===== src/hdl/tibc_pkg.sv =====
// Shared types and codes for the terminal input byte classifier.
// No dependencies; imported by terminal_input_byte_classifier_core.
package tibc_pkg;

    typedef logic [7:0] t_byte;
    typedef logic [2:0] t_class;
    typedef logic [2:0] t_store_op;

    // Byte classes reported with each result.
    localparam t_class CLS_CHAR  = 3'd0;
    localparam t_class CLS_INTER = 3'd1;
    localparam t_class CLS_CSI   = 3'd2;
    localparam t_class CLS_ST    = 3'd3;
    localparam t_class CLS_UTF8  = 3'd4;

    // Store actions for the downstream sequence buffer.
    localparam t_store_op OP_NONE    = 3'd0;
    localparam t_store_op OP_CLEAR   = 3'd1;
    localparam t_store_op OP_CLRPUSH = 3'd2;
    localparam t_store_op OP_PUSH    = 3'd3;
    localparam t_store_op OP_POP     = 3'd4;

    // Byte values the parser reacts to.
    localparam t_byte BYTE_BEL   = 8'h07;
    localparam t_byte BYTE_ESC   = 8'h1b;
    localparam t_byte BYTE_LBRKT = 8'h5b;
    localparam t_byte BYTE_RBRKT = 8'h5d;
    localparam t_byte BYTE_P     = 8'h50;
    localparam t_byte BYTE_BSLSH = 8'h5c;
    localparam t_byte BYTE_ST8   = 8'h9c;
    localparam t_byte FINAL_LO   = 8'h40;
    localparam t_byte FINAL_HI   = 8'h7e;

endpackage


===== src/hdl/terminal_input_byte_classifier_core.sv =====
// Terminal input byte classifier: ANSI escape and UTF-8 parser, one byte per cycle unless stalled.
// Depends on tibc_pkg for types, byte constants, class and store action codes.
//
//  Channel | Direction | Handshake                 | Payload
//  --------+-----------+---------------------------+-------------------------------------
//  in      | input     | i_in_valid / o_in_ready   | i_in_byte
//  out     | output    | o_out_valid / i_out_ready | o_byte_class, o_echo_byte, o_store_op
//
// Each accepted byte is classified in the cycle it is accepted and its result is
// captured in the output register, so it appears on the out channel in the next cycle.
// The parser state and the output register update together, which gives one
// transaction per cycle, limited only by the single output register.
// Reset (i_rst_n low, synchronous) returns the parser to idle and empties the
// output register. A stall on the out channel holds the result in place; the in
// channel stays ready as long as the held result is taken in the same cycle.
module terminal_input_byte_classifier_core (
    input  logic                  i_clk,
    input  logic                  i_rst_n,
    input  logic                  i_in_valid,
    output logic                  o_in_ready,
    input  tibc_pkg::t_byte       i_in_byte,
    output logic                  o_out_valid,
    input  logic                  i_out_ready,
    output tibc_pkg::t_class      o_byte_class,
    output tibc_pkg::t_byte       o_echo_byte,
    output tibc_pkg::t_store_op   o_store_op
);
    import tibc_pkg::*;

    // Parse mode codes. Codes five to seven never occur and behave as idle.
    localparam logic [2:0] MODE_IDLE = 3'd0;
    localparam logic [2:0] MODE_ESC  = 3'd1;
    localparam logic [2:0] MODE_CSI  = 3'd2;
    localparam logic [2:0] MODE_ST   = 3'd3;
    localparam logic [2:0] MODE_UTF8 = 3'd4;

    // Parser state.
    logic [2:0] r_mode, n_mode;
    logic [2:0] r_utf8_expected, n_utf8_expected;
    logic [2:0] r_utf8_seen, n_utf8_seen;
    logic       r_last_esc, n_last_esc;

    // Output register.
    logic       r_out_valid;
    t_class     r_class, n_class;
    t_byte      r_echo;
    t_store_op  r_op, n_op;
    logic [2:0] w_seen_inc;
    logic       w_accept;

    // The output register can take a new result when it is empty or being drained.
    assign o_in_ready = !r_out_valid || i_out_ready;
    assign w_accept   = i_in_valid && o_in_ready;
    assign w_seen_inc = r_utf8_seen + 3'd1;

    always_comb begin
        n_mode          = r_mode;
        n_utf8_expected = r_utf8_expected;
        n_utf8_seen     = r_utf8_seen;
        n_class         = CLS_CHAR;
        n_op            = OP_NONE;
        case (r_mode)
            MODE_ESC: begin
                if (i_in_byte == BYTE_LBRKT) begin
                    n_op    = OP_CLEAR;
                    n_mode  = MODE_CSI;
                    n_class = CLS_INTER;
                end else if (i_in_byte == BYTE_ESC) begin
                    n_class = CLS_INTER;
                end else if (i_in_byte == BYTE_P || i_in_byte == BYTE_RBRKT) begin
                    // OSC and DCS strings run until a string terminator.
                    n_op    = OP_CLRPUSH;
                    n_mode  = MODE_ST;
                    n_class = CLS_INTER;
                end else begin
                    n_mode = MODE_IDLE;
                end
            end
            MODE_CSI: begin
                n_op = OP_PUSH;
                if (i_in_byte >= FINAL_LO && i_in_byte <= FINAL_HI) begin
                    n_mode  = MODE_IDLE;
                    n_class = CLS_CSI;
                end else begin
                    n_class = CLS_INTER;
                end
            end
            MODE_ST: begin
                if (i_in_byte == BYTE_BEL || i_in_byte == BYTE_ST8) begin
                    n_mode  = MODE_IDLE;
                    n_class = CLS_ST;
                end else if (i_in_byte == BYTE_BSLSH && r_last_esc) begin
                    // ESC backslash: drop the ESC already pushed.
                    n_mode  = MODE_IDLE;
                    n_op    = OP_POP;
                    n_class = CLS_ST;
                end else begin
                    n_op    = OP_PUSH;
                    n_class = CLS_INTER;
                end
            end
            MODE_UTF8: begin
                n_op        = OP_PUSH;
                n_utf8_seen = w_seen_inc;
                if (w_seen_inc == r_utf8_expected) begin
                    n_mode  = MODE_IDLE;
                    n_class = CLS_UTF8;
                end else begin
                    n_class = CLS_INTER;
                end
            end
            default: begin
                n_mode = MODE_IDLE;
                if (i_in_byte[7:6] == 2'b11) begin
                    if (i_in_byte[5] == 1'b0) begin
                        n_utf8_expected = 3'd2;
                    end else if (i_in_byte[4] == 1'b0) begin
                        n_utf8_expected = 3'd3;
                    end else if (i_in_byte[3] == 1'b0) begin
                        n_utf8_expected = 3'd4;
                    end
                    if (i_in_byte[5:3] == 3'b111) begin
                        // Invalid lead byte: reported as a plain char, buffer cleared.
                        n_op = OP_CLEAR;
                    end else begin
                        n_op        = OP_CLRPUSH;
                        n_utf8_seen = 3'd1;
                        n_mode      = MODE_UTF8;
                        n_class     = CLS_INTER;
                    end
                end else if (i_in_byte == BYTE_ESC) begin
                    n_mode  = MODE_ESC;
                    n_class = CLS_INTER;
                end
            end
        endcase

        // Track whether the newest byte held downstream is ESC.
        n_last_esc = r_last_esc;
        if (n_op == OP_PUSH || n_op == OP_CLRPUSH) begin
            n_last_esc = (i_in_byte == BYTE_ESC);
        end else if (n_op == OP_CLEAR || n_op == OP_POP) begin
            n_last_esc = 1'b0;
        end
    end

    always_ff @(posedge i_clk) begin
        if (!i_rst_n) begin
            r_mode          <= MODE_IDLE;
            r_utf8_expected <= 3'd0;
            r_utf8_seen     <= 3'd0;
            r_last_esc      <= 1'b0;
            r_out_valid     <= 1'b0;
        end else begin
            if (w_accept) begin
                r_mode          <= n_mode;
                r_utf8_expected <= n_utf8_expected;
                r_utf8_seen     <= n_utf8_seen;
                r_last_esc      <= n_last_esc;
                r_out_valid     <= 1'b1;
            end else if (i_out_ready) begin
                r_out_valid     <= 1'b0;
            end
        end
    end

    // Payload registers carry no reset.
    always_ff @(posedge i_clk) begin
        if (w_accept) begin
            r_class <= n_class;
            r_echo  <= i_in_byte;
            r_op    <= n_op;
        end
    end

    assign o_out_valid  = r_out_valid;
    assign o_byte_class = r_class;
    assign o_echo_byte  = r_echo;
    assign o_store_op   = r_op;

    // Inside a UTF-8 character the count stays below the expected length.
    a_utf8_count: assert property (@(posedge i_clk) disable iff (!i_rst_n)
        (r_mode == MODE_UTF8) |-> (r_utf8_seen < r_utf8_expected))
        else $error("UTF-8 byte count reached its length without leaving UTF-8 mode");

    // A pop only ever finishes a string on the backslash of ESC backslash.
    a_pop_is_st: assert property (@(posedge i_clk) disable iff (!i_rst_n)
        (r_out_valid && r_op == OP_POP) |-> (r_class == CLS_ST && r_echo == BYTE_BSLSH))
        else $error("pop issued outside an ESC backslash terminator");

    // Completed CSI sequences and UTF-8 characters push their last byte.
    a_complete_push: assert property (@(posedge i_clk) disable iff (!i_rst_n)
        (r_out_valid && (r_class == CLS_CSI || r_class == CLS_UTF8)) |-> (r_op == OP_PUSH))
        else $error("completed sequence without a push");

    // An accepted ESC in idle always leads into escape mode.
    a_esc_entry: assert property (@(posedge i_clk) disable iff (!i_rst_n)
        (w_accept && r_mode == MODE_IDLE && i_in_byte == BYTE_ESC) |=> (r_mode == MODE_ESC))
        else $error("ESC in idle did not enter escape mode");

endmodule

===== config.mk =====
export PLATFORM = sky130hd
export DESIGN_NAME = terminal_input_byte_classifier_core
export DESIGN_NICKNAME = d
export VERILOG_FILES = /design/src/hdl/tibc_pkg.sv /design/src/hdl/terminal_input_byte_classifier_core.sv
export SDC_FILE = /design/constraint.sdc
export NUM_CORES = 1
export LEC_CHECK = 0
export ABC_AREA = 1
export BUFFER_PORTS_ARGS = -buffer_cell sky130_fd_sc_hd__buf_2
export CAP_MARGIN = 10
export CORE_ASPECT_RATIO = 0.75
export CORE_MARGIN = 2
export CORE_UTILIZATION = 49
export DETAILED_ROUTE_END_ITERATION = 7
export GPL_ROUTABILITY_DRIVEN = 0
export GPL_TIMING_DRIVEN = 0
export PLACE_DENSITY_LB_ADDON = 0.15
export SYNTH_ARGS = -nofsm -noshare
export SYNTH_HDL_FRONTEND = slang
export SYNTH_SLANG_ARGS = --single-unit

===== constraint.sdc =====
create_clock -name i_clk -period 1.7 [get_ports i_clk]
set_clock_uncertainty 0.05 [all_clocks]
set_input_delay 0 -clock i_clk [delete_from_list [all_inputs] [get_ports i_clk]]
set_output_delay 0 -clock i_clk [all_outputs]
set_load 0.02 [all_outputs]

## After elaboration in Yosys (flattened, before gate mapping)

Index checks and enable logic that the tools add are counted.

| word-level totals | value |
|---|---|
| register bits after elaboration | 25 |
| input bits | 12 |
| output and inout bits | 16 |
| logic and storage cells | 95 |

| operators by class | value |
|---|---|
| add/subtract/negate cells | 1 |
| order comparisons | 2 |
| equal/unequal tests | 24 |
| multiplexer cells | 39 |
| bitwise operators | 2 |
| reductions and logical operators | 19 |

Operators with widths:

| operator | number |
|---|---|
| $mux W3 | 17 |
| $eq A8 B7 Y1 const B | 4 |
| $pmux W3 S4 | 2 |
| $mux W2 | 9 |
| $eq A3 B2 Y1 const B | 4 |
| $eq A3 B3 Y1 const B | 3 |
| $mux W1 | 9 |
| $ne A3 B3 Y1 const B | 3 |
| $pmux W3 S3 | 1 |
| $eq A8 B3 Y1 const B | 1 |
| $eq A8 B5 Y1 const B | 1 |
| $eq A8 B8 Y1 const B | 1 |
| $ge A8 B7 Y1 const B | 1 |
| $le A8 B7 Y1 const B | 1 |
| $reduce_and A4 Y1 | 2 |
| $eq A3 B1 Y1 const B | 2 |
| $pmux W3 S2 | 1 |
| $reduce_bool A2 Y1 | 3 |
| $logic_or A1 B1 Y1 | 5 |
| $reduce_and A5 Y1 | 1 |
| $ne A2 B2 Y1 const B | 2 |
| $reduce_or A4 Y1 | 1 |
| $add A3 B1 Y3 const B | 1 |
| $eq A3 B3 Y1 | 1 |
| 8 further kinds | 11 |

## Longest topological paths before layout

Gate-level depths: netlist of run 1.

| logic depth | value |
|---|---|
| depth in word-level cells | 10 |
| depth in mapped cells | 13 |

## Worst setup path after synthesis of run 1

OpenSTA, ideal clock, no wires.

| path | value |
|---|---|
| kind | flip-flop to flip-flop |
| from | register r_out_valid (netlist: o_out_valid) |
| to | register r_mode[0] |
| arrival | 1626 ps |
| setup slack | -92 ps |
| stages on the path, launching flop included | 7 |
| buffers on the path | 0 |
| clock period less this slack | 1792 ps |
| cell sequence | dfxtp_1 nand2_1 nand2_1 inv_1 nand3_1 o21ai_0 nor2_1 |

| on the way | value |
|---|---|
| longest elaborated chain between the ends | 4 |

Ends and longest elaborated chain:

| item | RTL line | source |
|---|---|---|
| from (decl) | terminal_input_byte_classifier_core.sv:44 | `logic r_out_valid;` |
| from (signal assigned) | terminal_input_byte_classifier_core.sv:153 | `r_out_valid <= 1'b0;` |
| from (signal assigned) | terminal_input_byte_classifier_core.sv:160 | `r_out_valid <= 1'b1;` |
| from (signal assigned) | terminal_input_byte_classifier_core.sv:162 | `r_out_valid <= 1'b0;` |
| $logic_not A1 Y1 | terminal_input_byte_classifier_core.sv:52 | `assign o_in_ready = !r_out_valid \|\| i_out_ready;` |
| $logic_or A1 B1 Y1 | terminal_input_byte_classifier_core.sv:52 |  |
| net o_in_ready | terminal_input_byte_classifier_core.sv:20 | `output logic o_in_ready,` |
| $logic_and A1 B1 Y1 | terminal_input_byte_classifier_core.sv:53 | `assign w_accept = i_in_valid && o_in_ready;` |
| net w_accept | terminal_input_byte_classifier_core.sv:49 | `logic w_accept;` |
| $reduce_and A5 Y1 (no source line) | -- |  |
| to (signal assigned) | terminal_input_byte_classifier_core.sv:156 | `r_mode <= n_mode;` |
| to (decl) | terminal_input_byte_classifier_core.sv:38 | `logic [2:0] r_mode, n_mode;` |

The timed path passes the listed nets, and every way through them passes these cells.
A chain may end at the register's enable or synchronous reset.

## Final worst setup path of run 1

| path | value |
|---|---|
| from | register r_utf8_seen[0] |
| to | register r_class[0] (netlist: o_byte_class[0]) (data pin) |

| on the way | value |
|---|---|
| longest elaborated chain between the ends | 4 |

Ends and longest elaborated chain:

| item | RTL line | source |
|---|---|---|
| from (decl) | terminal_input_byte_classifier_core.sv:40 | `logic [2:0] r_utf8_seen, n_utf8_seen;` |
| from (signal assigned) | terminal_input_byte_classifier_core.sv:158 | `r_utf8_seen <= n_utf8_seen;` |
| $add A3 B1 Y3 | terminal_input_byte_classifier_core.sv:54 | `assign w_seen_inc = r_utf8_seen + 3'd1;` |
| $eq A3 B3 Y1 | terminal_input_byte_classifier_core.sv:105 | `if (w_seen_inc == r_utf8_expected) begin` |
| $mux W3 | terminal_input_byte_classifier_core.sv:105 |  |
| $pmux W3 S4 | terminal_input_byte_classifier_core.sv:62 | `case (r_mode)` |
| net n_class[0] | terminal_input_byte_classifier_core.sv:45 | `t_class r_class, n_class;` |
| to (signal assigned) | terminal_input_byte_classifier_core.sv:170 | `r_class <= n_class;` |
| to (decl) | terminal_input_byte_classifier_core.sv:45 |  |

The timed path passes the listed nets, and every way through them passes these cells.

==> results.md, run 1 <==
* IO Pins at 28
* Mapped Cells at 168
* Post-synthesis cell type count at 28
* Post-Syn Nets at 181
* Post-route minimum period at 1.67 ns
* Clk Latency, worst-skew pair at 0.27 ns
* Clock buffer depth at 2
* Starting density of the core at 52.6%
* First-pass GRT wire length at 4.93 mm
* Worst EP required at 1.67 ns
* Design Area, Final at 1900 um^2
* Slowest-stage cell, CP: dfxtp_4
* Post-synthesis sequential area ratio at 45.4%
* Setup TNS at 0 ns
* Crit Reg-Reg Endpoint: o_byte_class[0]$_DFFE_PP_
* Post-route ant nets at 0
* CTS H-tree lvls at 1
* Pre-antenna DRT Iters at 5
* Critical path depth in cells at 8
* Iteration-0 DRC Markers at 82
* Fin nets at 231
* Crit path setup slack, layout at 0.0345 ns
* Core box area at 2680 um^2
* Die area at 3330 um^2
* Mapped cell area at 1410 um^2
* Reg2reg start: r_utf8_seen[0]$_SDFFE_PN0P_
* Crit path max fanout at 3
* Logic pwr share at 24.8%
* N_diodes at 0
* All-Layer GR Usage at 19.6%
* Largest net degree at the start of global routing at 19
* Worst path max stage delay at 0.37 ns
* WL/cell at 12.9 um
* R2R depth at 8
* DRC at 0
* Die width at 66.0 um
* Buf+Inv Stages, Crit Path at 0
* Fmax at 600 MHz
* Root buffer cell: clkbuf_8
* FP Rows at 16
* Sequential Power Share at 50.0%
* Worst path cell trace: ha_4, xor2_1, a21oi_1, nand2_1, nand2_1, o21ai_1, nor3_1, nand3_1
* # clock sinks at 25
* Sw frac at 30.4%
* Pwr/cell area at 741 nW/um^2
* Cell internal pwr at 982 uW
* Ys Warns at 0
* Min-Delay Path Class: input port to flip-flop
* Cell family with most CP delay: simple AND/OR/NAND/NOR gates
* Maximum vdd drop at 522 uV
* Max Transition Viols Final at 0
* Setup crit start: r_utf8_seen[0]$_SDFFE_PN0P_
* Antenna violations before repair at 0
* Placed cells at 231
* Clock power frac at 25.2%
* Final Hold Fails at 0
* Synth-to-Final Area Change at 34.9%
* Vias in the first global route at 1130
* Synth Area per Inst at 8.40 um^2
* RSZ-0062 raised after global routing: true
* Pre-CTS setup slack at -0.0892 ns
* Final period util at 98.0%
* Overflow after GRT at 0
* Num CTS Buffers at 3
* Critical path capture point type: flip-flop
* CTS tree: yes
* Non-Filler Instances at 253
* Arr. time, crit path at 1.63 ns
* Final setup fails at 0
* Worst setup endpoint: o_byte_class[0]$_DFFE_PP_
* CTS clk-pin slew, worst paths at 0.09 ns
* Worst Setup Path Type: flip-flop to flip-flop
* PortBufs at 27
* Crit start category: flip-flop
* DP HPWL at 2.19 mm
* Final wirelength at 3.26 mm
* Slew @ Worst Pin at 0.260 ns
* Maxcap violations at 0
* Lkg Pwr at 0.834 nW
* Vias at 1296
* Die Y at 50.5 um
* Status: completed
* Area of placed instances at 1600 um^2
* Seq cells post-synth at 25
* PnR Total Power at 1.41 mW
* R2r setup slk at 0.03 ns
* Slew HR at 82.6%
* CP most frequent cell: nand2_1
* Layout cell share with drive strength beyond 1 at 41.9%
* Routed vias/inst at 5.12
* P_sw at 429 uW
cells in the mapped netlist (all sizes together):
cell	count	area share [%]
o21ai	6	2.1
clkinv	1	0.62
dfxtp	11	16
nor3	1	0.35
inv	26	7.3
nor2	29	12
xnor2	1	0.62
a21oi	10	3.8
a211oi	2	1.4
edfxtp	14	30
ha	1	0.89
nand3	18	9.6
xor2	2	1.2
nand4	2	1.3
nand2	44	14
power groups by stage:
stage	Clock, mW	Sequential, mW	Combinational (mW)
global route	0.379	0.711	0.379
detailed placement	0	0.719	0.287
finish	0.355	0.706	0.350
floorplan	0	0.752	0.174
CTS	0.363	0.706	0.318
global placement	0	0.717	0.281
worst min path at each step:
stage,startpoint,slack (ns),end,depth (start not counted)
2_1_floorplan,i_in_byte[0],0.05,o_echo_byte[0]$_DFFE_PP_,0
3_3_place_gp,i_in_byte[0],0.17,o_echo_byte[0]$_DFFE_PP_,1
3_5_place_dp,i_in_byte[0],0.17,o_echo_byte[0]$_DFFE_PP_,1
4_1_cts,i_in_valid,0.06,o_out_valid$_SDFFE_PN0P_,3
5_1_grt,i_in_valid,0.08,o_out_valid$_SDFFE_PN0P_,3
6_report,i_in_valid,0.06,o_out_valid$_SDFFE_PN0P_,3
kinds of logic (layout without fill, tap and decap cells):
group,count (synthesis),in the layout,share of synthesized area (%)
and+or+nand+nor,94,94,36.6
AOI/OAI and AO/OA,18,18,7.36
DFF,25,25,45.4
xor gates and xnor gates,3,3,1.86
adders and majority gates,1,1,0.886
buffers and inverters,27,76,7.89
per-layer routing:
| metal | wire length [um] | GRT usage (%) |
|---|---|---|
| met2 | 1700 | 33.2 |
| met3 | 165 | 5.16 |
| met4 | 46 | 6.12 |
| met1 | 1350 | 24.5 |
| met5 | 0 | 0 |
stage by stage:
| stage | hold slack, ns | util (%) |
|---|---|---|
| 2_1_floorplan | 0.0489 | - |
| 3_3_place_gp | 0.169 | 59.7 |
| 3_5_place_dp | 0.171 | 59.7 |
| 4_1_cts | 0.0559 | 66.7 |
| 5_1_grt | 0.0781 | 71.0 |
| 6_report | 0.0646 | 71.0 |
registers in the layout (all words and copies together), names as in the netlist:
| signal | count |
|---|---|
| r_mode | 3 |
| r_utf8_expected | 3 |
| r_last_esc | 1 |
| o_out_valid | 1 |
| o_echo_byte | 8 |
| o_store_op | 3 |
| r_utf8_seen | 3 |
| o_byte_class | 3 |
final cells by class:
class | instances | area (um^2)
fillers | 211 | 778
repair buffers | 45 | 298
multi-input cells | 116 | 756
inverters | 27 | 115
well taps | 36 | 45.0
flip-flops and latches | 25 | 646
clock buffers | 4 | 45.0
placed cells by master, fill, tap and decap left out, types with 2 or more instances in the layout:
master and instances:
nand2_2 8, inv_4 2, a21oi_2 3, inv_1 17, dfxtp_1 9, nand2_4 3, nor2_1 14, clkbuf_8 3
nor2_2 8, buf_2 26, a21oi_1 7, o21ai_1 5, nand2_1 33, nand3_2 5, dlygate4sd3_1 10, inv_2 6
nand3_1 10, nor2_4 6, nand3_4 3, edfxtp_1 14, buf_4 9
worst min-delay path, cell delays in order:
cell	delay, ns
buf_2	0.08
nand2_2	0.12
a21oi_1	0.14
what timing repair did:
item,4_1_cts,5_1_grt
gates cloned,0,0
setup endpoints to repair,3,8
pin swaps,1,8
hold buffers,10,0
resized for setup,4,24
buffers inserted,3,5
endpoints found under the hold margin,14,0
Note: power is estimated with default switching activity, not from simulation.
==> run 2: changes to the inputs <==
--- a/config.mk
+++ b/config.mk
@@ -5,12 +5,11 @@
 export SDC_FILE = /design/constraint.sdc
 export NUM_CORES = 1
 export LEC_CHECK = 0
-export ABC_AREA = 1
 export BUFFER_PORTS_ARGS = -buffer_cell sky130_fd_sc_hd__buf_2
 export CAP_MARGIN = 10
 export CORE_ASPECT_RATIO = 0.75
 export CORE_MARGIN = 2
-export CORE_UTILIZATION = 49
+export CORE_UTILIZATION = 48
 export DETAILED_ROUTE_END_ITERATION = 7
 export GPL_ROUTABILITY_DRIVEN = 0
 export GPL_TIMING_DRIVEN = 0
==> constraint.sdc (replaced) <==
create_clock -name i_clk -period 1.7 [get_ports i_clk]
set_clock_uncertainty 0.05 [all_clocks]
set_input_delay 0.34 -clock i_clk [delete_from_list [all_inputs] [get_ports i_clk]]
set_output_delay 0.34 -clock i_clk [all_outputs]
set_load 0.02 [all_outputs]
==> run 2 against run 1 <==
Effect of this change: the flow now finishes with violations (setup timing); first-iteration DRC count grew 48%; non-clock buffer count increased by 1; hold slack gained 0.15 ns; largest cell class unchanged; highest routed layer unchanged.
==> results.md, run 2 <==
* Crit path setup slack, layout at -0.328 ns (was 0.0345 ns)
* Final setup fails at 8 (was 0)
* Post-route ant nets at 0 (unchanged)
* Mapped cell area at 1380 um^2 (was 1410 um^2)
* Hold WS at 0.214 ns (was 0.0646 ns)
* Final period util at 119% (was 98.0%)
* Sw frac at 27.9% (was 30.4%)
* Vias at 1322 (was 1296)
* Layout cell share with drive strength beyond 1 at 43.5% (was 41.9%)
* Ys Warns at 0 (unchanged)
* Slew HR at 64.3% (was 82.6%)
* Most frequent cells in the layout: 25 x buf_2, 15 x nand2_1, 14 x edfxtp_1, 14 x buf_4, 9 x nor2_1 (was 33 x nand2_1, 26 x buf_2, 17 x inv_1)
* Critical path capture point type: flip-flop (unchanged)
* IO Pins at 28 (unchanged)
* Die area at 3310 um^2 (was 3330 um^2)
* Maximum vdd drop at 544 uV (was 522 uV)
* Max Transition Viols Final at 0 (unchanged)
* CTS tree: yes (unchanged)
* Logic pwr share at 20.8% (was 24.8%)
* Worst Setup Path Type: input port to flip-flop (was flip-flop to flip-flop)
* Setup TNS at -1.38 ns (was 0 ns)
* Top-area cell type share of the netlist area at 30.6% (was 29.8%)
* Crit path max fanout at 3 (unchanged)
* CP most frequent cell: or4_4 (was nand2_1)
* PnR Total Power at 1.31 mW (was 1.41 mW)
* Worst path cell trace: buf_8, or4_4, or3_4, nand4_4, nor2_4, or4_4, o211a_1 (was ha_4, xor2_1, a21oi_1, nand2_1, nand2_1, o21ai_1, nor3_1, nand3_1)
* Starting density of the core at 51.6% (was 52.6%)
* Max reg flops at 8 (unchanged)
* Ys async rst share at 0% (unchanged)
* Post-synthesis sequential area ratio at 46.6% (was 45.4%)
* Post-synthesis cell type count at 46 (was 28)
* Fin util at 73.4% (was 71.0%)
* All-Layer GR Usage at 23.1% (was 19.6%)
* Crit start category: input port (was flip-flop)
* # clock sinks at 25 (unchanged)
* Final Hold Fails at 0 (unchanged)
* RSZ-0062 raised after global routing: true (unchanged)
* Buf+Inv Stages, Crit Path at 1 (was 0)
* Cts hold-fix bufs at 0 (was 10)
* Worst path max stage delay at 0.53 ns (was 0.37 ns)
* DRC at 0 (unchanged)
* Synth top cells by count: 16 x nand2_1, 14 x edfxtp_1, 11 x dfxtp_1 (was 38 x nand2_1, 20 x inv_1, 19 x nor2_1)
* Slew @ Worst Pin at 0.535 ns (was 0.260 ns)
* CTS clk-pin slew, worst paths at 0.09 ns (about the same)
* FP Rows at 16 (unchanged)
* P_sw at 367 uW (was 429 uW)
* Sequential Power Share at 51.9% (was 50.0%)
* Pre-antenna DRT Iters at 4 (was 5)
* Fin nets at 198 (was 231)
* Top FF cell, synth: edfxtp_1 (unchanged)
* Cell family with most CP delay: simple AND/OR/NAND/NOR gates (unchanged)
* Post-route minimum period at 2.03 ns (was 1.67 ns)
* Core box area at 2660 um^2 (was 2680 um^2)
* Iteration-0 DRC Markers at 121 (was 82)
* Mapped Cells at 139 (was 168)
* N_diodes at 0 (unchanged)
* Synth Area per Inst at 9.89 um^2 (was 8.40 um^2)
* DP HPWL at 2.29 mm (was 2.19 mm)
* Pre-CTS setup slack at -0.707 ns (was -0.0892 ns)
* Die Y at 50.4 um (was 50.5 um)
* Design Area, Final at 1960 um^2 (was 1900 um^2)
* Die width at 65.8 um (was 66.0 um)
* Fmax at 493 MHz (was 600 MHz)
* Synth top area cells: edfxtp_1 31%, dfxtp_1 16%, nand2_1 4.4%, o21ai_0 3.6%, nor2_1 2.7% (was edfxtp_1 30%, dfxtp_1 16%, nand2_1 10%, inv_1 5.3%, nor2_1 5.1%)
* CTS H-tree lvls at 1 (unchanged)
* First-pass GRT wire length at 5.71 mm (was 4.93 mm)
* Synth-to-Final Area Change at 42.2% (was 34.9%)
* Placed cells at 202 (was 231)
* Most frequent cell after synthesis: nand2_1 (unchanged)
* Clk Latency, worst-skew pair at 0.27 ns (about the same)
* PortBufs at 27 (unchanged)
* Pwr/cell area at 672 nW/um^2 (was 741 nW/um^2)
* Largest net degree at the start of global routing at 16 (was 19)
* Commonest non-fill, non-tap cell in the layout: buf_2 (was nand2_1)
* Seq cells post-synth at 25 (unchanged)
* Vias in the first global route at 1212 (was 1130)
* Clock power frac at 27.3% (was 25.2%)
* Post-synth EDFFs at 14 (unchanged)
* Cell taking the most area after synthesis: edfxtp_1 (unchanged)
* Worst EP required at 1.82 ns (was 1.67 ns)
* Non-Filler Instances at 220 (was 253)
* Num CTS Buffers at 3 (unchanged)
* Post-Syn Nets at 152 (was 181)
* Area of placed instances at 1580 um^2 (was 1600 um^2)
* Arr. time, crit path at 2.15 ns (was 1.63 ns)
* Status: finished, violations left (was completed)
* WL/cell at 17.7 um (was 12.9 um)
* Final wirelength at 3.90 mm (was 3.26 mm)
* Clock buffer depth at 2 (unchanged)
* Cell internal pwr at 948 uW (was 982 uW)
* Maxcap violations at 0 (unchanged)
* Slowest-stage cell, CP: or4_4 (was dfxtp_4)
* Antenna violations before repair at 0 (unchanged)
* Lkg Pwr at 0.761 nW (was 0.834 nW)
* Root buffer cell: clkbuf_8 (unchanged)
* Min-Delay Path Class: input port to flip-flop (unchanged)
* Routed vias/inst at 6.01 (was 5.12)
* Overflow after GRT at 0 (unchanged)
* Failing checks: setup timing
## run 2: layout make-up
type	instances	area, um^2
fillers	191	707
plain buffers	4	27.5
well taps	36	45.0
inverters	3	11.3
repair buffers	42	283
flip-flops and latches	25	651
clock inverters	1	7.51
multi-input cells	106	890
clock buffers	3	41.3
## run 2: kinds of logic after synthesis
group | count (synthesis) | synth area share (%)
simple gates | 63 | 26.1
flops | 25 | 46.6
mux | 3 | 2.18
buf+inv | 8 | 2.18
compound gates | 36 | 19.0
fa+ha+maj | 1 | 0.910
xor+xnor | 3 | 3.00
## run 2: path summary, 6_finish.rpt
path                                                  start                       end  slack [ns]  cells after the start
worst max-delay path                           i_in_byte[4]    r_mode[0]$_SDFFE_PN0P_       -0.33                      7
worst min-delay path                           i_in_byte[3]  o_echo_byte[3]$_DFFE_PP_        0.21                      1
worst max register to register  r_utf8_seen[0]$_SDFFE_PN0P_    r_mode[1]$_SDFFE_PN0P_       -0.23                      7
worst min register to register      r_last_esc$_SDFFE_PN0P_   r_last_esc$_SDFFE_PN0P_        0.45                      2
## run 2: power by group through the flow
| stage | Sequential [mW] | Combinational [mW] | Clock (mW) |
|---|---|---|---|
| after floorplan | 0.723 | 0.0984 | 0 |
| after global placement | 0.693 | 0.196 | 0 |
| after detailed placement | 0.694 | 0.199 | 0 |
| after CTS | 0.682 | 0.233 | 0.367 |
| after global routing | 0.685 | 0.290 | 0.400 |
| final | 0.682 | 0.274 | 0.359 |
## run 2: metal layers
metal	wire length [um]	GRT usage (%)	vias to the layer above	share of wire, %
met4	75	7.99	0	1.9
met1	1650	29.9	621	42
met5	0	0	-	0
met2	1870	37.0	68	48
met3	310	6.50	10	7.9
li1	-	-	623	-
## run 2: repair_timing
action,in CTS,in global routing
pin swaps,13,7
setup buffers,11,4
endpoints found under the setup margin,12,14
gates resized for setup,36,21
==> run 3: changes to the inputs <==
--- a/config.mk
+++ b/config.mk
@@ -5,12 +5,12 @@
 export SDC_FILE = /design/constraint.sdc
 export NUM_CORES = 1
 export LEC_CHECK = 0
-export BUFFER_PORTS_ARGS = -buffer_cell sky130_fd_sc_hd__buf_2
 export CAP_MARGIN = 10
 export CORE_ASPECT_RATIO = 0.75
 export CORE_MARGIN = 2
-export CORE_UTILIZATION = 48
+export CORE_UTILIZATION = 55
 export DETAILED_ROUTE_END_ITERATION = 7
+export DONT_BUFFER_PORTS = 1
 export GPL_ROUTABILITY_DRIVEN = 0
 export GPL_TIMING_DRIVEN = 0
 export PLACE_DENSITY_LB_ADDON = 0.15
==> run 3 against run 2 <==
Effect of this change: the run still ends with setup timing left; hold slack worse by 0.18 ns; non-clock buffer count is 33 lower; sequential share of layout area is 4.8 points higher; critical path depth shrank 1; maximum frequency increased by 4.9%; combinational power shrank 36%; count of clock-buffer cells in the layout unchanged; final cell count down 16%.
==> results.md, run 3 (synthesis gave the netlist of run 2 again) <==
* DP HPWL at 2.26 mm (was 2.29 mm)
* Final period util at 114% (was 119%)
* Synth-to-Final Area Change at 24.7% (was 42.2%)
* Slew @ Worst Pin at 0.563 ns (was 0.535 ns)
* DRC at 0 (unchanged)
* PnR Total Power at 1.18 mW (was 1.31 mW)
* Setup TNS at -1.07 ns (was -1.38 ns)
* Routed vias/inst at 6.63 (was 6.01)
* N_diodes at 0 (unchanged)
* Lkg Pwr at 0.586 nW (was 0.761 nW)
* Slew HR at 62.0% (was 64.3%)
* Starting density of the core at 59.1% (was 51.6%)
* Final setup fails at 9 (was 8)
* Maxcap violations at 0 (unchanged)
* First-pass GRT wire length at 5.25 mm (was 5.71 mm)
* Clock buffer depth at 2 (unchanged)
* Antenna violations before repair at 0 (unchanged)
* Most frequent cells in the layout: 15 x nand2_1, 14 x edfxtp_1, 9 x nor2_1 (was 25 x buf_2, 15 x nand2_1, 14 x edfxtp_1, 14 x buf_4, 9 x nor2_1)
* Clk Latency, worst-skew pair at 0.34 ns (was 0.27 ns)
* Cts hold-fix bufs at 0 (unchanged)
* Iteration-0 DRC Markers at 89 (was 121)
* Max Transition Viols Final at 0 (unchanged)
* CTS clk-pin slew, worst paths at 0.15 ns (was 0.09 ns)
* RSZ-0062 raised after global routing: true (unchanged)
* Num CTS Buffers at 3 (unchanged)
* Status: finished, violations left (unchanged)
* Crit path max fanout at 3 (unchanged)
* CTS tree: yes (unchanged)
* Vias in the first global route at 1096 (was 1212)
* Pwr/cell area at 687 nW/um^2 (was 672 nW/um^2)
* Maximum vdd drop at 626 uV (was 544 uV)
* CTS H-tree lvls at 1 (unchanged)
* Arr. time, crit path at 1.99 ns (was 2.15 ns)
* Min-Delay Path Class: input port to flip-flop (unchanged)
* Layout cell share with drive strength beyond 1 at 29.8% (was 43.5%)
* Worst path max stage delay at 0.39 ns (was 0.53 ns)
* Footprint of the multi-input gates at 857 um^2 (was 890 um^2)
* Area of placed instances at 1440 um^2 (was 1580 um^2)
* Die width at 61.7 um (was 65.8 um)
* Final Hold Fails at 0 (unchanged)
* WL/cell at 19.4 um (was 17.7 um)
* Fmax at 517 MHz (was 493 MHz)
* Worst path cell trace: ha_4, xor3_1, o311ai_2, a32oi_1, buf_4, a2111o_1 (was buf_8, or4_4, or3_4, nand4_4, nor2_4, or4_4, o211a_1)
* Post-route minimum period at 1.93 ns (was 2.03 ns)
* Vias at 1226 (was 1322)
* Die area at 2920 um^2 (was 3310 um^2)
* All-Layer GR Usage at 26.2% (was 23.1%)
* Die Y at 47.3 um (was 50.4 um)
* Fin nets at 165 (was 198)
* Commonest non-fill, non-tap cell in the layout: nand2_1 (was buf_2)
* Fillers at 168 (was 191)
* PortBufs at 0 (was 27)
* Critical path capture point type: flip-flop (unchanged)
* Core box area at 2330 um^2 (was 2660 um^2)
* Pre-antenna DRT Iters at 4 (unchanged)
* R2R depth at 6 (was 7)
* Worst EP required at 1.76 ns (was 1.82 ns)
* Crit path setup slack, layout at -0.233 ns (was -0.328 ns)
* Worst Setup Path Type: flip-flop to flip-flop (was input port to flip-flop)
* Max reg flops at 8 (unchanged)
* Failing checks: setup timing (unchanged)
* Hold path cells at 0 (was 1)
* Post-route ant nets at 0 (unchanged)
* Final wirelength at 3.59 mm (was 3.90 mm)
* Largest net degree at the start of global routing at 16 (unchanged)
* Crit start category: flip-flop (was input port)
* # clock sinks at 25 (unchanged)
* FP Rows at 15 (was 16)
* Slowest-stage cell, CP: dfxtp_2 (was or4_4)
* Design Area, Final at 1710 um^2 (was 1960 um^2)
* Overflow after GRT at 0 (unchanged)
* IO Pins at 28 (unchanged)
* Sequential Area at 652 um^2 (was 651 um^2)
* Root buffer cell: clkbuf_4 (was clkbuf_8)
-- run 3: changes by cell type in the layout (fill, tap and decap cells not counted), sizes merged --
cell and delta:
buf -33, clkinvlp +1, inv -1
-- run 3: final timing paths --
check	start	endpoint	slack (ns)
setup / recovery	r_utf8_seen[0]$_SDFFE_PN0P_	o_byte_class[0]$_DFFE_PP_	-0.23
hold / removal	i_in_byte[5]	o_echo_byte[5]$_DFFE_PP_	0.03
setup reg to reg	r_utf8_seen[0]$_SDFFE_PN0P_	o_byte_class[0]$_DFFE_PP_	-0.23
hold reg to reg	r_last_esc$_SDFFE_PN0P_	r_last_esc$_SDFFE_PN0P_	0.48
-- run 3: layout make-up --
cell class / instances / area share [%]
plain buffers: 4 / 1.82
multi-input cells: 106 / 50.0
clock buffers: 3 / 1.31
well taps: 34 / 2.48
inverters: 3 / 1.02
flip-flops and latches: 25 / 38.0
clock inverters: 1 / 0.438
repair buffers: 9 / 4.89
-- run 3: critical path, delay by kind of cell, from the launching register on --
family                   cells  cell delay [ns]
AO/OA/AOI/OAI                3             0.70
XOR/XNOR                     1             0.25
adder cells (fa/ha/maj)      1             0.15
buffers and inverters        1             0.15
flip-flops                   1             0.39
-- run 3: timing repair --
item / CTS / global route
hold endpoints to repair: 0 / 0
gates resized for setup: 30 / 14
pin swaps: 11 / 7
setup endpoints to repair: 26 / 24
setup buffers: 7 / 2
-- run 3: power breakdown --
part | switching (mW) | internal, mW | leakage, nW
logic | 0.0990 | 0.0761 | 0.342
clock network | 0.196 | 0.0904 | 0.0139
registers | 0.0449 | 0.671 | 0.230
total | 0.340 | 0.838 | 0.586
-- run 3: per-layer routing --
layer | track usage, % | part of all wire [%] | vias up
met5 | 0 | 0 | -
met4 | 9.79 | 3.6 | 0
met3 | 7.71 | 7.1 | 14
met2 | 40.2 | 48 | 59
met1 | 35.2 | 42 | 596
li1 | - | - | 557
-- run 3: stage by stage --
stage	hold slack [ns]	worst slack [ns]	utilization (%)	cells
after floorplan	0.389	-0.391	-	139
after global placement	0.389	-0.491	61.8	173
after detailed placement	0.389	-0.469	61.8	173
after CTS	0.0447	-0.243	70.0	183
after global routing	0.0107	-0.322	73.7	185
final	0.0311	-0.233	73.7	185
